===== config.mk =====
export PLATFORM = sky130hd
export DESIGN_NAME = dcsp_modmul
export DESIGN_NICKNAME = d
export VERILOG_FILES = /design/src/sv/dcsp_pkg.sv /design/src/sv/dcsp_modmul.sv
export SDC_FILE = /design/constraint.sdc
export NUM_CORES = 1
export LEC_CHECK = 0
export ABC_AREA = 1
export BUFFER_PORTS_ARGS = -buffer_cell sky130_fd_sc_hd__buf_4
export CORE_ASPECT_RATIO = 1.25
export CORE_MARGIN = 5
export CORE_UTILIZATION = 40
export DETAILED_ROUTE_END_ITERATION = 12
export GPL_TIMING_DRIVEN = 0
export PLACE_DENSITY = 0.66
export SETUP_SLACK_MARGIN = 0.3
export SLEW_MARGIN = 20
export SYNTH_ARGS = -nofsm -noshare
export SYNTH_HDL_FRONTEND = slang
export SYNTH_SLANG_ARGS = --single-unit

===== constraint.sdc =====
create_clock -name aclk -period 5.1 [get_ports aclk]
set_clock_uncertainty 0.1 [all_clocks]
set_input_delay 1.02 -clock aclk [delete_from_list [all_inputs] [get_ports aclk]]
set_output_delay 1.02 -clock aclk [all_outputs]
set_load 0.005 [all_outputs]

===== src/sv/dcsp_pkg.sv =====
package dcsp_pkg;

    localparam logic [29:0] MODP       = 30'd1000000007;
    localparam logic [29:0] MODQ       = 30'd1000000006;
    localparam logic [30:0] MODP_EXP   = 31'd1000000005;
    localparam int          MUL_STEPS  = 30;

    typedef struct packed {
        logic [19:0] prime_value;
        logic [29:0] prime_power;
        logic        last_term;
    } dcsp_in_t;

    typedef struct packed {
        logic [29:0] divisor_count;
        logic [29:0] divisor_sum;
        logic [29:0] divisor_product;
    } dcsp_out_t;

    typedef struct packed {
        logic        go;
        logic [29:0] a;
        logic [29:0] b;
        logic [29:0] m;
    } dcsp_mul_req_t;

    typedef struct packed {
        logic        done;
        logic [29:0] res;
    } dcsp_mul_rsp_t;

    // one conditional subtract; x must be below 2*m
    function automatic logic [29:0] red_once(input logic [30:0] x, input logic [29:0] m);
        logic [30:0] d;
        d = x - {1'b0, m};
        red_once = (x >= {1'b0, m}) ? d[29:0] : x[29:0];
    endfunction

endpackage


===== src/sv/dcsp_modmul.sv =====
module dcsp_modmul
    import dcsp_pkg::*;
(
    input  logic          aclk,
    input  logic          aresetn,
    input  dcsp_mul_req_t req,
    output dcsp_mul_rsp_t rsp
);

    logic [29:0] a_reg, b_reg, m_reg, r_reg;
    logic [4:0]  cnt_reg;
    logic        busy_reg, done_reg;

    logic [31:0] t, t1, t2, m1, m2;

    always_comb begin
        m1 = {2'b00, m_reg};
        m2 = {1'b0, m_reg, 1'b0};
        t  = {1'b0, r_reg, 1'b0} + (b_reg[29] ? {2'b00, a_reg} : 32'd0);
        t1 = t - m1;
        t2 = t - m2;
    end

    always_ff @(posedge aclk) begin
        if (!aresetn) begin
            busy_reg <= 1'b0;
            done_reg <= 1'b0;
            cnt_reg  <= '0;
        end else begin
            done_reg <= 1'b0;
            if (req.go && !busy_reg) begin
                busy_reg <= 1'b1;
                cnt_reg  <= 5'(MUL_STEPS);
            end else if (busy_reg) begin
                cnt_reg <= cnt_reg - 5'd1;
                if (cnt_reg == 5'd1) begin
                    busy_reg <= 1'b0;
                    done_reg <= 1'b1;
                end
            end
        end
    end

    // MSB-first shift-and-add, reduced each step
    always_ff @(posedge aclk) begin
        if (req.go && !busy_reg) begin
            a_reg <= req.a;
            b_reg <= req.b;
            m_reg <= req.m;
            r_reg <= '0;
        end else if (busy_reg) begin
            b_reg <= {b_reg[28:0], 1'b0};
            if (t >= m2)
                r_reg <= t2[29:0];
            else if (t >= m1)
                r_reg <= t1[29:0];
            else
                r_reg <= t[29:0];
        end
    end

    assign rsp.done = done_reg;
    assign rsp.res  = r_reg;

endmodule


==> summary.txt <==
Clock tree
  • Reg clk slew, reported paths: about 60 ps
  • H-tree Lvls: 4
  • Skew-Pair Late Insertion Delay: between 400 and 500 ps
  • Sink Count: approximately 130
  • Root Buffer: clkbuf_16
  • Inserted Clock Buffers: 17
  • Clock buffer depth: 2
  • CTS tree: yes
  • Hold_buf cts: 0

Placed design
  • HPWL after DPL: 28560 um
  • Placed Instance Area: about 12000 um^2
  • # port buffers: roughly 120
  • Final RePlAce weighted congestion: 0.9773

Floorplanning
  • # IOs: between 100 and 150
  • Core Region: roughly 26000 um^2
  • Row count: between 60 and 70
  • Initial Util: 40.73%
  • Die H: roughly 190 um
  • Die area: about 30000 um^2
  • Chip Width: 156.0 um

Power and ir drop
  • P_int: a little over 4000 uW
  • Net Sw Power: 4446 uW
  • Power share of the clock group: between 10% and 20%
  • Worst ir drop on vdd: 0.2402 mV
  • Combinational power share: around 69%
  • Leakage power: 0.006785 uW
  • Cell Pwr Density: ~640 nW/um^2
  • Sequential power share: about 17%
  • Switching Share: between 50% and 60%

Synth
  • Syn nets: roughly 1700
  • Synthesized area per cell: 6.964 um^2
  • Synth top area share: about a quarter
  • Dominant cells by area after synthesis: edfxtp_1, nand2_1, ha_1
  • Most common cell in the netlist: nand2_1
  • Yosys cell types: 43
  • Post-Syn Area: approximately 11000 um^2
  • Post-synth EDFFs: 90
  • Seq/Total Area, Yosys: approximately 32%
  • Synth top cells by count: nand2_1, inv_1, a21oi_1
  • Fraction of registers with async set or reset after synthesis: 0%
  • Top_reg_cell synth: edfxtp_1
  • #FFs+latches synth: roughly 130
  • Mapped Cells: between 1500 and 2000
  • Leading area contributor after synthesis: edfxtp_1
  • Yosys warns: 0

Min path
  • Worst min path class: flip-flop to flip-flop

Finish
  • Diodes inserted: 0
  • Share of cells above drive strength 1: 17.84%
  • Area delta synth->final: 25.23%
  • Final instance area: 13350 um^2
  • Nets: ~1900

Global routing
  • Vias in the first global route: between 10000 and 15000
  • GRT overflow: 0
  • Initial antenna violation count: 0
  • Largest net degree at the start of global routing: 37
  • First-pass GRT wire length: ~54000 um
  • Total track usage: around 23%

Setup path
  • Worst EP required: roughly 5300 ps
  • Worst setup path category: flip-flop to flip-flop
  • Worst EP arrival: 4780 ps
  • Max FO, Critical Path: 10
  • Slowest cell delay on critical path: 440 ps
  • Critical Path Sink Type: flip-flop
  • CP max-delay cell: edfxtp_1
  • CP Launch Type: flip-flop
  • Most frequent CP cell: nand2_1

STA
  • Worst hold margin: about 380 ps
  • Relative slew slack: between 30 and 40%
  • Max-slew violations: 0
  • Final Setup Violations: 0
  • Fin. Hold Viols: 0
  • Fin crit share: 89.27%
  • Unrepaired setup endpoints after global routing: true
  • Min Tclk post-route: between 4000 and 5000 ps
  • Worst slew pin tran: 1028 ps
  • Fmax: ~220 MHz

Drt
  • First-pass DRT Iterations: 6
  • Detailed-route via count: between 10000 and 15000
  • WL final: roughly 35000 um
  • Antenna Nets Post-Route: 0
  • Iteration-0 DRC count of the detailed router: about 740
  • Vias/cell: between 5 and 6
  • Wire length per cell: about 17 um
  • Drt drc: 0

Flow run
  • MaxCap Viol Count: 0

Run status
  • Status: finished, final reports clean
[layout by cell type (no fill, tap or decap), types with 6 or more instances in the layout]
cell type and count:
a21oi_1 114, ha_4 22, o21bai_1 12, edfxtp_1 90
a31oi_1 6, inv_1 204, nand2_2 26, nand3_1 70
nand4_1 12, a21o_1 11, xor2_1 47, clkbuf_1 12
nor2_1 117, o21ai_0 35, nand2_1 512, dfxtp_1 37
nor3_1 9, a21oi_2 17, buf_4 139, ha_2 6
clkbuf_16 18, ha_1 63, nand3_2 6, xnor2_1 17
[logic make-up (layout without fill, tap and decap cells)]
kind of cell | after synthesis | count (layout) | synth area share, %
AOI/OAI and AO/OA | 216 | 216 | 11.64
xor gates and xnor gates | 76 | 76 | 6.243
adders and majority gates | 94 | 94 | 11.24
buffers and inverters | 236 | 403 | 8.790
DFF | 127 | 127 | 32.30
and+or+nand+nor | 782 | 782 | 29.79
[final timing paths]
path | start | to | slack [ps] | cells past startpoint
worst max register to register | b_reg[29]$_DFFE_PP_ | r_reg[19]$_SDFFE_PP0P_ | 550 | 31
worst max-delay path | b_reg[29]$_DFFE_PP_ | r_reg[19]$_SDFFE_PP0P_ | 550 | 31
worst min register to register | r_reg[28]$_SDFFE_PP0P_ | r_reg[28]$_SDFFE_PP0P_ | 380 | 2
worst min-delay path | r_reg[28]$_SDFFE_PP0P_ | r_reg[28]$_SDFFE_PP0P_ | 380 | 2
[stage by stage]
stage | total power [uW] | setup TNS, ps | cells | util, % | worst slack (ps)
after floorplan | 5176 | 0 | 1531 | - | 1117
after global placement | 6796 | -21080 | 1994 | 45.88 | -631.2
after detailed placement | 6772 | -11340 | 1995 | 45.97 | -443.6
after CTS | 8075 | 0 | 2029 | 48.45 | 301.3
after global routing | 9189 | 0 | 2038 | 51.00 | 247.7
final | 8565 | 0 | 2038 | 51.00 | 547.3
[what timing repair did]
item                       in CTS  in global routing
setup endpoints to repair      30                 30
pin swaps                       1                 14
buffers inserted                2                  9
gates resized for setup        18                117
[critical path, delay by kind of cell, from the launching register on]
family,cells,cell delay (ps)
buffers and inverters,5,610
AO/OA/AOI/OAI,2,360
XOR/XNOR,1,310
AND/OR/NAND/NOR,20,1780
adder cells (fa/ha/maj),3,830
flip-flops,1,440
[layout make-up]
class | instances | area, um^2
flip-flops and latches | 127 | 3443
inverters | 208 | 783.3
multi-input cells | 1168 | 6910
repair buffers | 135 | 1030
clock inverters | 12 | 95.09
plain buffers | 28 | 196.4
fillers | 2518 | 12830
well taps | 340 | 425.4
clock buffers | 20 | 467.9
[per-layer routing]
| metal | global-route usage [%] | routed length, um | vias up |
|---|---|---|---|
| li1 | - | - | 5264 |
| met1 | 27.63 | 14450 | 4780 |
| met2 | 41.82 | 17420 | 361 |
| met3 | 3.679 | 1993 | 90 |
| met4 | 7.881 | 1399 | 0 |
| met5 | 0 | 0 | - |
[power by group through the flow]
stage               combinational (uW)  clock (uW)  sequential (uW)
floorplan                         3780           0             1400
global placement                  5370           0             1430
detailed placement                5340           0             1430
CTS                               5450        1210             1410
global route                      6480        1260             1450
finish                            5940        1200             1430
Power figures use the tool's default switching activity.
